===== config.mk =====
export PLATFORM = sky130hd
export DESIGN_NAME = h264_fu_a_packetizer
export DESIGN_NICKNAME = d
export VERILOG_FILES = /design/src/rtl/h264_fua_pkg.sv /design/src/rtl/h264_fua_cfg.sv /design/src/rtl/h264_fua_core.sv /design/src/rtl/h264_fua_outbuf.sv /design/src/rtl/h264_fu_a_packetizer.sv
export SDC_FILE = /design/constraint.sdc
export NUM_CORES = 1
export LEC_CHECK = 0
export CAP_MARGIN = 15
export CORE_UTILIZATION = 40
export CTS_CLUSTER_SIZE = 16
export DETAILED_ROUTE_END_ITERATION = 7
export DONT_BUFFER_PORTS = 1
export PLACE_DENSITY = 0.57
export SLEW_MARGIN = 25
export SYNTH_ARGS = -nofsm -noshare
export SYNTH_HDL_FRONTEND = slang
export SYNTH_HIERARCHICAL = 1
export SYNTH_SLANG_ARGS = --single-unit

===== constraint.sdc =====
create_clock -name clk_i -period 14.3 [get_ports clk_i]
set_clock_uncertainty 0.15 [all_clocks]
set_input_delay 0.715 -clock clk_i [delete_from_list [all_inputs] [get_ports clk_i]]
set_output_delay 0.715 -clock clk_i [all_outputs]
set_load 0.01 [all_outputs]

===== src/rtl/h264_fua_pkg.sv =====
package h264_fua_pkg;

  // Largest payload of one packet, in bytes of NAL data
  localparam int unsigned MaxPayload = 1400;

  localparam int unsigned AddrWidth = 3;
  localparam logic [AddrWidth-1:0] CfgAddrTicks = 3'd0;

  localparam logic [16:0] TicksReset = 17'd3000;

  localparam logic [7:0] NalTypeMask = 8'h1F;
  localparam logic [7:0] NalNriMask  = 8'h60;
  localparam logic [7:0] FuStartBit  = 8'h80;
  localparam logic [7:0] FuEndBit    = 8'h40;
  localparam logic [4:0] FuAType     = 5'd28;
  localparam logic [4:0] NalTypeSps  = 5'd7;
  localparam logic [4:0] NalTypePps  = 5'd8;

  // One payload byte with its per-word framing flags
  typedef struct packed {
    logic [7:0] data;
    logic       pkt_first;
    logic       pkt_last;
    logic       run_last;
  } word_t;

  // Up to three words caused by one NAL byte, with the packet fields they share
  typedef struct packed {
    word_t [2:0] words;
    logic [1:0]  last_idx;
    logic [10:0] len;
    logic [15:0] seq;
    logic [31:0] ts;
  } bundle_t;

endpackage


===== src/rtl/h264_fua_cfg.sv =====
module h264_fua_cfg (
  input  logic                                clk_i,
  input  logic                                rst_ni,
  input  logic                                psel,
  input  logic                                penable,
  input  logic                                pwrite,
  input  logic [h264_fua_pkg::AddrWidth-1:0]  paddr,
  input  logic [31:0]                         pwdata,
  output logic [31:0]                         prdata,
  output logic                                pready,
  output logic [16:0]                         ticks_o
);

  logic [16:0] ticks_q;
  logic        hit;

  assign hit     = (paddr == h264_fua_pkg::CfgAddrTicks);
  assign pready  = 1'b1;
  assign prdata  = hit ? {15'd0, ticks_q} : 32'd0;
  assign ticks_o = ticks_q;

  always_ff @(posedge clk_i or negedge rst_ni) begin
    if (!rst_ni) begin
      ticks_q <= h264_fua_pkg::TicksReset;
    end else if (psel && penable && pwrite && hit) begin
      ticks_q <= pwdata[16:0];
    end
  end

endmodule


===== src/rtl/h264_fua_core.sv =====
module h264_fua_core (
  input  logic                  clk_i,
  input  logic                  rst_ni,
  input  logic                  advance_i,
  input  logic [7:0]            nal_byte_i,
  input  logic                  first_of_nal_i,
  input  logic [15:0]           nal_size_i,
  input  logic [16:0]           ticks_i,
  output logic                  emit_o,
  output h264_fua_pkg::bundle_t bundle_o
);

  logic [15:0] seq_q, seq_d;
  logic [31:0] time_q, time_d;
  logic [7:0]  hdr_q, hdr_d;
  logic [15:0] left_q, left_d;
  logic [10:0] off_q, off_d;
  logic [15:0] idx_q, idx_d;
  logic        frag_q, frag_d;

  logic [7:0]  hdr;
  logic [10:0] off;
  logic [15:0] left;
  logic        frag;
  logic        active;
  logic        open_frag;
  logic [15:0] left_m1;
  logic [10:0] off_p1;
  logic [16:0] sum;
  logic [11:0] span;
  logic        frag_pl;
  logic [4:0]  nal_type;
  logic [7:0]  fu_hdr;

  // Header byte of a new NAL takes the place of the saved context
  assign hdr       = first_of_nal_i ? nal_byte_i : hdr_q;
  assign off       = first_of_nal_i ? 11'd0 : off_q;
  assign left      = first_of_nal_i ? nal_size_i : left_q;
  assign frag      = first_of_nal_i ? 1'b0 : frag_q;
  assign open_frag = first_of_nal_i && (nal_size_i > 16'(h264_fua_pkg::MaxPayload));
  assign active    = first_of_nal_i ? (nal_size_i != 16'd0) : (left_q != 16'd0);

  assign left_m1  = left - 16'd1;
  assign off_p1   = off + 11'd1;
  assign sum      = {1'b0, left} + {6'd0, off};
  assign span     = (sum > 17'(h264_fua_pkg::MaxPayload)) ?
                    12'(h264_fua_pkg::MaxPayload) : sum[11:0];
  assign frag_pl  = ({1'b0, off} + 12'd1 == 12'(h264_fua_pkg::MaxPayload)) ||
                    (left == 16'd1);
  assign nal_type = 5'(hdr & h264_fua_pkg::NalTypeMask);

  always_comb begin
    fu_hdr = hdr & h264_fua_pkg::NalTypeMask;
    if (idx_q == 16'd0) begin
      fu_hdr = fu_hdr | h264_fua_pkg::FuStartBit;
    end
    if (left <= 16'(h264_fua_pkg::MaxPayload)) begin
      fu_hdr = fu_hdr | h264_fua_pkg::FuEndBit;
    end
  end

  always_comb begin
    seq_d    = seq_q;
    time_d   = time_q;
    hdr_d    = hdr_q;
    left_d   = left_q;
    off_d    = off_q;
    idx_d    = idx_q;
    frag_d   = frag_q;
    emit_o   = 1'b0;
    bundle_o = '0;
    bundle_o.seq = seq_q;
    bundle_o.ts  = time_q;

    if (first_of_nal_i && active) begin
      hdr_d  = nal_byte_i;
      off_d  = 11'd0;
      idx_d  = 16'd0;
      frag_d = open_frag;
      left_d = open_frag ? nal_size_i - 16'd1 : nal_size_i;
    end

    if (active && !open_frag) begin
      emit_o = 1'b1;
      left_d = left_m1;
      off_d  = off_p1;
      if (!frag) begin
        bundle_o.len      = sum[10:0];
        bundle_o.last_idx = 2'd0;
        bundle_o.words[0] = '{data: nal_byte_i, pkt_first: (off == 11'd0),
                              pkt_last: (left == 16'd1), run_last: 1'b1};
        if (left_m1 == 16'd0) begin
          seq_d = seq_q + 16'd1;
          off_d = 11'd0;
          if (nal_type != h264_fua_pkg::NalTypeSps &&
              nal_type != h264_fua_pkg::NalTypePps) begin
            time_d = time_q + {15'd0, ticks_i};
          end
        end
      end else begin
        bundle_o.len = 11'(span + 12'd2);
        if (off == 11'd0) begin
          // Open a fragment: FU indicator, FU header, then the data byte
          bundle_o.last_idx = 2'd2;
          bundle_o.words[0] = '{data: (hdr & h264_fua_pkg::NalNriMask) |
                                      {3'd0, h264_fua_pkg::FuAType},
                                pkt_first: 1'b1, pkt_last: 1'b0, run_last: 1'b0};
          bundle_o.words[1] = '{data: fu_hdr, pkt_first: 1'b0, pkt_last: 1'b0,
                                run_last: 1'b0};
          bundle_o.words[2] = '{data: nal_byte_i, pkt_first: 1'b0,
                                pkt_last: frag_pl, run_last: 1'b1};
        end else begin
          bundle_o.last_idx = 2'd0;
          bundle_o.words[0] = '{data: nal_byte_i, pkt_first: 1'b0,
                                pkt_last: frag_pl, run_last: 1'b1};
        end
        if (frag_pl) begin
          seq_d = seq_q + 16'd1;
          off_d = 11'd0;
          idx_d = idx_q + 16'd1;
        end
        if (left_m1 == 16'd0) begin
          frag_d = 1'b0;
          idx_d  = 16'd0;
          time_d = time_q + {15'd0, ticks_i};
        end
      end
    end
  end

  always_ff @(posedge clk_i or negedge rst_ni) begin
    if (!rst_ni) begin
      seq_q  <= '0;
      time_q <= '0;
      hdr_q  <= '0;
      left_q <= '0;
      off_q  <= '0;
      idx_q  <= '0;
      frag_q <= 1'b0;
    end else if (advance_i) begin
      seq_q  <= seq_d;
      time_q <= time_d;
      hdr_q  <= hdr_d;
      left_q <= left_d;
      off_q  <= off_d;
      idx_q  <= idx_d;
      frag_q <= frag_d;
    end
  end

endmodule


===== src/rtl/h264_fua_outbuf.sv =====
module h264_fua_outbuf (
  input  logic                  clk_i,
  input  logic                  rst_ni,
  input  logic                  load_i,
  input  h264_fua_pkg::bundle_t bundle_i,
  output logic                  ready_o,
  input  logic                  out_stall_i,
  output logic                  out_valid_o,
  output h264_fua_pkg::word_t   word_o,
  output logic [10:0]           len_o,
  output logic [15:0]           seq_o,
  output logic [31:0]           ts_o
);

  h264_fua_pkg::bundle_t buf_q;
  logic                  valid_q;
  logic [1:0]            ptr_q;
  logic                  take;
  logic                  at_end;

  assign take        = valid_q && !out_stall_i;
  assign at_end      = (ptr_q == buf_q.last_idx);
  assign ready_o     = !valid_q || (take && at_end);
  assign out_valid_o = valid_q;
  assign len_o       = buf_q.len;
  assign seq_o       = buf_q.seq;
  assign ts_o        = buf_q.ts;

  always_comb begin
    case (ptr_q)
      2'd0:    word_o = buf_q.words[0];
      2'd1:    word_o = buf_q.words[1];
      default: word_o = buf_q.words[2];
    endcase
  end

  always_ff @(posedge clk_i or negedge rst_ni) begin
    if (!rst_ni) begin
      valid_q <= 1'b0;
      ptr_q   <= '0;
    end else if (load_i) begin
      valid_q <= 1'b1;
      ptr_q   <= '0;
    end else if (take) begin
      if (at_end) begin
        valid_q <= 1'b0;
      end else begin
        ptr_q <= ptr_q + 2'd1;
      end
    end
  end

  always_ff @(posedge clk_i) begin
    if (load_i) begin
      buf_q <= bundle_i;
    end
  end

endmodule


===== src/rtl/h264_fu_a_packetizer.sv =====
// An accepted NAL byte passes the input register, then the result buffer,
// before its first result word shows.
// Throughput: one NAL byte per cycle while the receiver does not stall; a byte
// that opens an FU-A fragment drains 3 words, and the input stalls while they drain.
// Reset: rst_ni is asynchronous, active low; counters and context clear to
// zero, ticks_per_frame returns to 3000. No clearing pass follows reset.
module h264_fu_a_packetizer (
  input  logic                               clk_i,
  input  logic                               rst_ni,
  // NAL byte stream
  input  logic                               in_valid_i,
  output logic                               in_stall_o,
  input  logic [7:0]                         nal_byte_i,
  input  logic                               first_of_nal_i,
  input  logic [15:0]                        nal_size_i,
  // RTP payload words
  output logic                               out_valid_o,
  input  logic                               out_stall_i,
  output logic [7:0]                         out_byte_o,
  output logic                               packet_first_o,
  output logic                               packet_last_o,
  output logic [10:0]                        packet_length_o,
  output logic [15:0]                        sequence_number_o,
  output logic [31:0]                        rtp_timestamp_o,
  output logic                               run_last_o,
  // Configuration
  input  logic                               psel,
  input  logic                               penable,
  input  logic                               pwrite,
  input  logic [h264_fua_pkg::AddrWidth-1:0] paddr,
  input  logic [31:0]                        pwdata,
  output logic [31:0]                        prdata,
  output logic                               pready
);

  // Input register stage
  logic        in_valid_q;
  logic [7:0]  byte_q;
  logic        first_q;
  logic [15:0] size_q;

  logic                  emit;
  logic                  buf_ready;
  logic                  advance;
  logic [16:0]           ticks;
  h264_fua_pkg::bundle_t bundle;
  h264_fua_pkg::word_t   word;

  // Retire the held byte when it makes no word, or when the buffer frees up
  assign advance    = in_valid_q && (!emit || buf_ready);
  assign in_stall_o = in_valid_q && !advance;

  always_ff @(posedge clk_i or negedge rst_ni) begin
    if (!rst_ni) begin
      in_valid_q <= 1'b0;
    end else if (!in_stall_o) begin
      in_valid_q <= in_valid_i;
    end
  end

  // Payload needs no reset; hold it while stalled
  always_ff @(posedge clk_i) begin
    if (!in_stall_o && in_valid_i) begin
      byte_q  <= nal_byte_i;
      first_q <= first_of_nal_i;
      size_q  <= nal_size_i;
    end
  end

  h264_fua_cfg u_cfg (
    .clk_i   (clk_i),
    .rst_ni  (rst_ni),
    .psel    (psel),
    .penable (penable),
    .pwrite  (pwrite),
    .paddr   (paddr),
    .pwdata  (pwdata),
    .prdata  (prdata),
    .pready  (pready),
    .ticks_o (ticks)
  );

  // Packetizing decision and NAL context, updated as the byte retires
  h264_fua_core u_core (
    .clk_i          (clk_i),
    .rst_ni         (rst_ni),
    .advance_i      (advance),
    .nal_byte_i     (byte_q),
    .first_of_nal_i (first_q),
    .nal_size_i     (size_q),
    .ticks_i        (ticks),
    .emit_o         (emit),
    .bundle_o       (bundle)
  );

  // Result buffer: drain up to three words, one per cycle while the receiver does not stall
  h264_fua_outbuf u_outbuf (
    .clk_i       (clk_i),
    .rst_ni      (rst_ni),
    .load_i      (advance && emit),
    .bundle_i    (bundle),
    .ready_o     (buf_ready),
    .out_stall_i (out_stall_i),
    .out_valid_o (out_valid_o),
    .word_o      (word),
    .len_o       (packet_length_o),
    .seq_o       (sequence_number_o),
    .ts_o        (rtp_timestamp_o)
  );

  assign out_byte_o     = word.data;
  assign packet_first_o = word.pkt_first;
  assign packet_last_o  = word.pkt_last;
  assign run_last_o     = word.run_last;

endmodule


==> flow_metrics.py <==
metrics = {
    "hold_path": {
        "hp-class": "input port to flop",
        "hold_path_depth": 0,
        "hp-start": "nal_byte_i[7]",
    },
    "worst_setup_path": {
        "path_cells": "buf_4 -> buf_4 -> mux2i_1 -> inv_1 -> ha_1 -> maj3_1 -> a22oi_2 -> xnor2_1 -> a311o_1 -> nor4_1 -> o211ai_1 -> a22oi_2 -> nor2_4 -> and2_1 -> ha_1 -> a21oi_1 -> mux2i_1 -> a211oi_1",
        "r2r_cells": 18,
        "crit_path_end_kind": "flop",
        "worst_path_max_delay_cell": "buf_4",
        "cp_max_fo": 46,
        "timing.rr.start": "first_q",
        "slowest_delay_ns": 0.54,
        "worstSetupStartpoint": "first_q",
        "critPathArrivalTime_ns": 5.89,
        "worstSetupPathType": "flop to flop",
        "start_kind": "flop",
        "cp.required_ns": 14.45,
    },
    "detailed_routing": {
        "drt-wirelength-per-cell_microns": 18.30,
        "wl_microns": 31650,
        "route.detailed.drc": 0,
        "drtIter0Drc": 619,
        "routed_via_density": 5.467,
        "num_vias": 9453,
        "drtAntennaViolNets": 0,
        "drt_first_pass_iters": 5,
    },
    "logic_synthesis": {
        "ys_async_sr_fraction_pct": 50.21,
        "synth_edf_count": 119,
        "yosys_warnings": 6,
        "synth_area_leaders": "edfxtp_1, dfrtp_1, buf_4",
        "synth.distinct_cells": 96,
        "synth_top_area_share_pct": 25.94,
        "synth_top_cells_by_count": "nand2_1, edfxtp_1, dfrtp_1",
        "seq_area_frac_synth_pct": 47.81,
        "syn_area_per_cell_sq_um": 10.38,
        "postSynthCellCount": 1327,
        "ys_seq_elements": 239,
        "ys.flop_type": "edfxtp_1",
        "mappedNetlistArea_sq_mm": 0.01377,
        "synth_most_common_cell": "nand2_1",
        "yosysTopAreaCell": "edfxtp_1",
    },
    "timing": {
        "grt_setup_unrepaired": "no",
        "final_hold_viol_count": 0,
        "max_freq_ghz": 0.1743,
        "relSlewSlack_pct": 31.99,
        "setup_tns_ns": 0,
        "setup_viol": 0,
        "fin_crit_ns": 5.736,
        "tightest_slew_ns": 1.011,
        "slew_violations": 0,
        "fin_crit_sh_pct": 40.11,
    },
    "grt": {
        "grt_antenna_before_repair": 0,
        "grt_overflow_total": 0,
        "grt_use_total_pct": 17.71,
        "grt_max_degree": 121,
        "grt_pass1_wl_microns": 50230,
        "grt_pass1_vias": 9061,
    },
    "power_and_ir_drop": {
        "internal_power_uw": 1526,
        "p_seq_share_pct": 41.9,
        "power.switching_uw": 798.5,
        "p_sw_share_pct": 34.34,
        "clkPwrFrac_pct": 31.7,
        "peakVddDrop_v": 0.0001062,
        "powerDensity_mw_per_mm2": 158.7,
        "comb_power_share_pct": 26.4,
        "p_leak_uw": 0.005962,
    },
    "clock_network": {
        "cts.reportedPaths.clkPinSlew_ns": 0.07,
        "clk_latency_ns": 0.57,
        "post_cts_buffers": 0,
        "cts.path.max_buffers": 3,
        "numCtsBuffers": 28,
        "post_cts_resized": 0,
        "cts_tree": "yes",
        "cts_root_buf": "clkbuf_16",
        "clock-sinks": 239,
        "h-tree-depth": 1,
    },
    "finish": {
        "drive_above_1_share_pct": 11.48,
        "multiInputGateArea_sq_mm": 0.006196,
        "stdcell_area_sq_mm": 0.01465,
        "fillers": 3195,
        "area_growth_pct": 6.396,
        "ff_latch_area_sq_mm": 0.006585,
        "nNetsFinal": 1364,
        "num_antenna_cells": 0,
    },
    "job": {
        "drv_cap": 0,
    },
    "floorplan": {
        "dieArea_sq_mm": 0.03518,
        "row_count": 67,
        "die_y_microns": 187.6,
        "initial_core_util_pct": 40.87,
        "boundaryPins": 172,
        "die_x_microns": 187.6,
        "coreArea_sq_mm": 0.03370,
    },
    "placement": {
        "dpl_cell_area_sq_mm": 0.01365,
        "gp_congestion": 0.9190,
        "portBuffers": 0,
        "dp.final_hpwl_microns": 22280,
    },
    "outcome": {
        "status": "complete, no violations",
    },
}
[registers in the layout, summed over array words and instances (netlist names), 2 cells and up]
signal / cells
u_core/off_q: 11
u_outbuf/ts_o: 32
byte_q: 8
u_outbuf/buf_q: 35
u_outbuf/len_o: 11
u_outbuf/seq_o: 16
u_outbuf/ptr_q: 2
u_core/idx_q: 16
u_cfg/ticks_o: 17
u_core/seq_q: 16
size_q: 16
u_core/hdr_q: 7
u_core/time_q: 32
u_core/left_q: 16
[routing by layer]
metal | wire (microns) | up-vias | global-route usage (%)
met5 | 0 | - | 0
met4 | 816 | 0 | 5.285
met3 | 1497 | 51 | 2.920
met2 | 14450 | 270 | 28.30
met1 | 14880 | 4550 | 24.63
li1 | - | 4582 | -
[placed cells by master (no fill, tap or decap), types with 13 or more instances in the layout]
cell	synthesis	final
mux2_2	21	21
nor3_1	26	26
o21ai_0	82	82
and3_1	34	34
a22oi_1	13	13
nand4_1	20	20
edfxtp_1	119	119
o31ai_1	22	22
a21oi_1	57	56
clkbuf_16	0	28
conb_1	3	22
mux2i_1	22	22
nor4_1	17	16
nor2b_1	13	13
xor2_1	31	31
nor2_1	63	62
nand2_1	134	134
ha_1	37	37
nand3_1	40	40
and2_1	29	29
buf_4	84	16
dfrtp_1	113	113
inv_1	44	44
xnor2_1	54	54
[cell families after synthesis]
logic type / count (synthesis) / synth area share, %
muxes: 56 / 4.787
xor gates and xnor gates: 86 / 5.523
buffers and inverters: 180 / 7.849
adders and majority gates: 39 / 3.579
and+or+nand+nor: 453 / 17.51
AOI/OAI and AO/OA: 271 / 12.85
DFF: 239 / 47.81
other: 3 / 0.08175
[layout make-up]
class / count / share of cell area (%)
repair buffers: 19 / 1.264
clock inverters: 14 / 1.392
inverters: 44 / 1.127
multi-input cells: 927 / 42.28
clock buffers: 38 / 5.174
well taps: 448 / 3.825
flip-flops and latches: 239 / 44.94
[power groups by stage]
stage	combinational [uW]	clock [uW]	sequential [uW]
2_1_floorplan	520	0	931
3_3_place_gp	590	0	985
3_5_place_dp	602	0	988
4_1_cts	614	758	974
5_1_grt	678	783	987
6_report	614	736	974
[worst paths after layout]
kind	end	slack, ns
max	u_outbuf/len_o[7]	8.56
min	byte_q[7]	0.09
max reg2reg	u_outbuf/len_o[7]	8.56
min reg2reg	u_core/time_q[31]	0.32
max in group asynchronous	u_core/left_q[4]	12.87
min in group asynchronous	u_core/seq_q[2]	0.60
[critical path: cells and delay by family, from the launching register on]
kind            cells  cell delay, ns
compound gates      6            1.69
flops               1            0.32
simple gates        3            0.59
fa+ha+maj           3            0.95
buf+inv             3            1.04
xor+xnor            1            0.16
mux                 2            0.53
[per-stage QoR]
stage	setup slack (ns)	std cells	hold WS (ns)	total power (uW)	util, %
CTS	8.701	1729	0.06078	2346	43.47
global placement	8.748	1674	0.2766	1575	40.42
detailed placement	8.716	1675	0.2746	1590	40.51
finish	8.564	1729	0.08517	2325	43.48
floorplan	6.947	1346	0.2694	1451	-
global route	8.330	1729	0.05688	2448	43.48
[repair_timing]
action | in CTS | in global routing
endpoints found under the setup margin | 0 | 0
hold endpoints to repair | 120 | 0
hold buffers | 2 | 0
No activity file was read; power rests on OpenSTA's default activity.
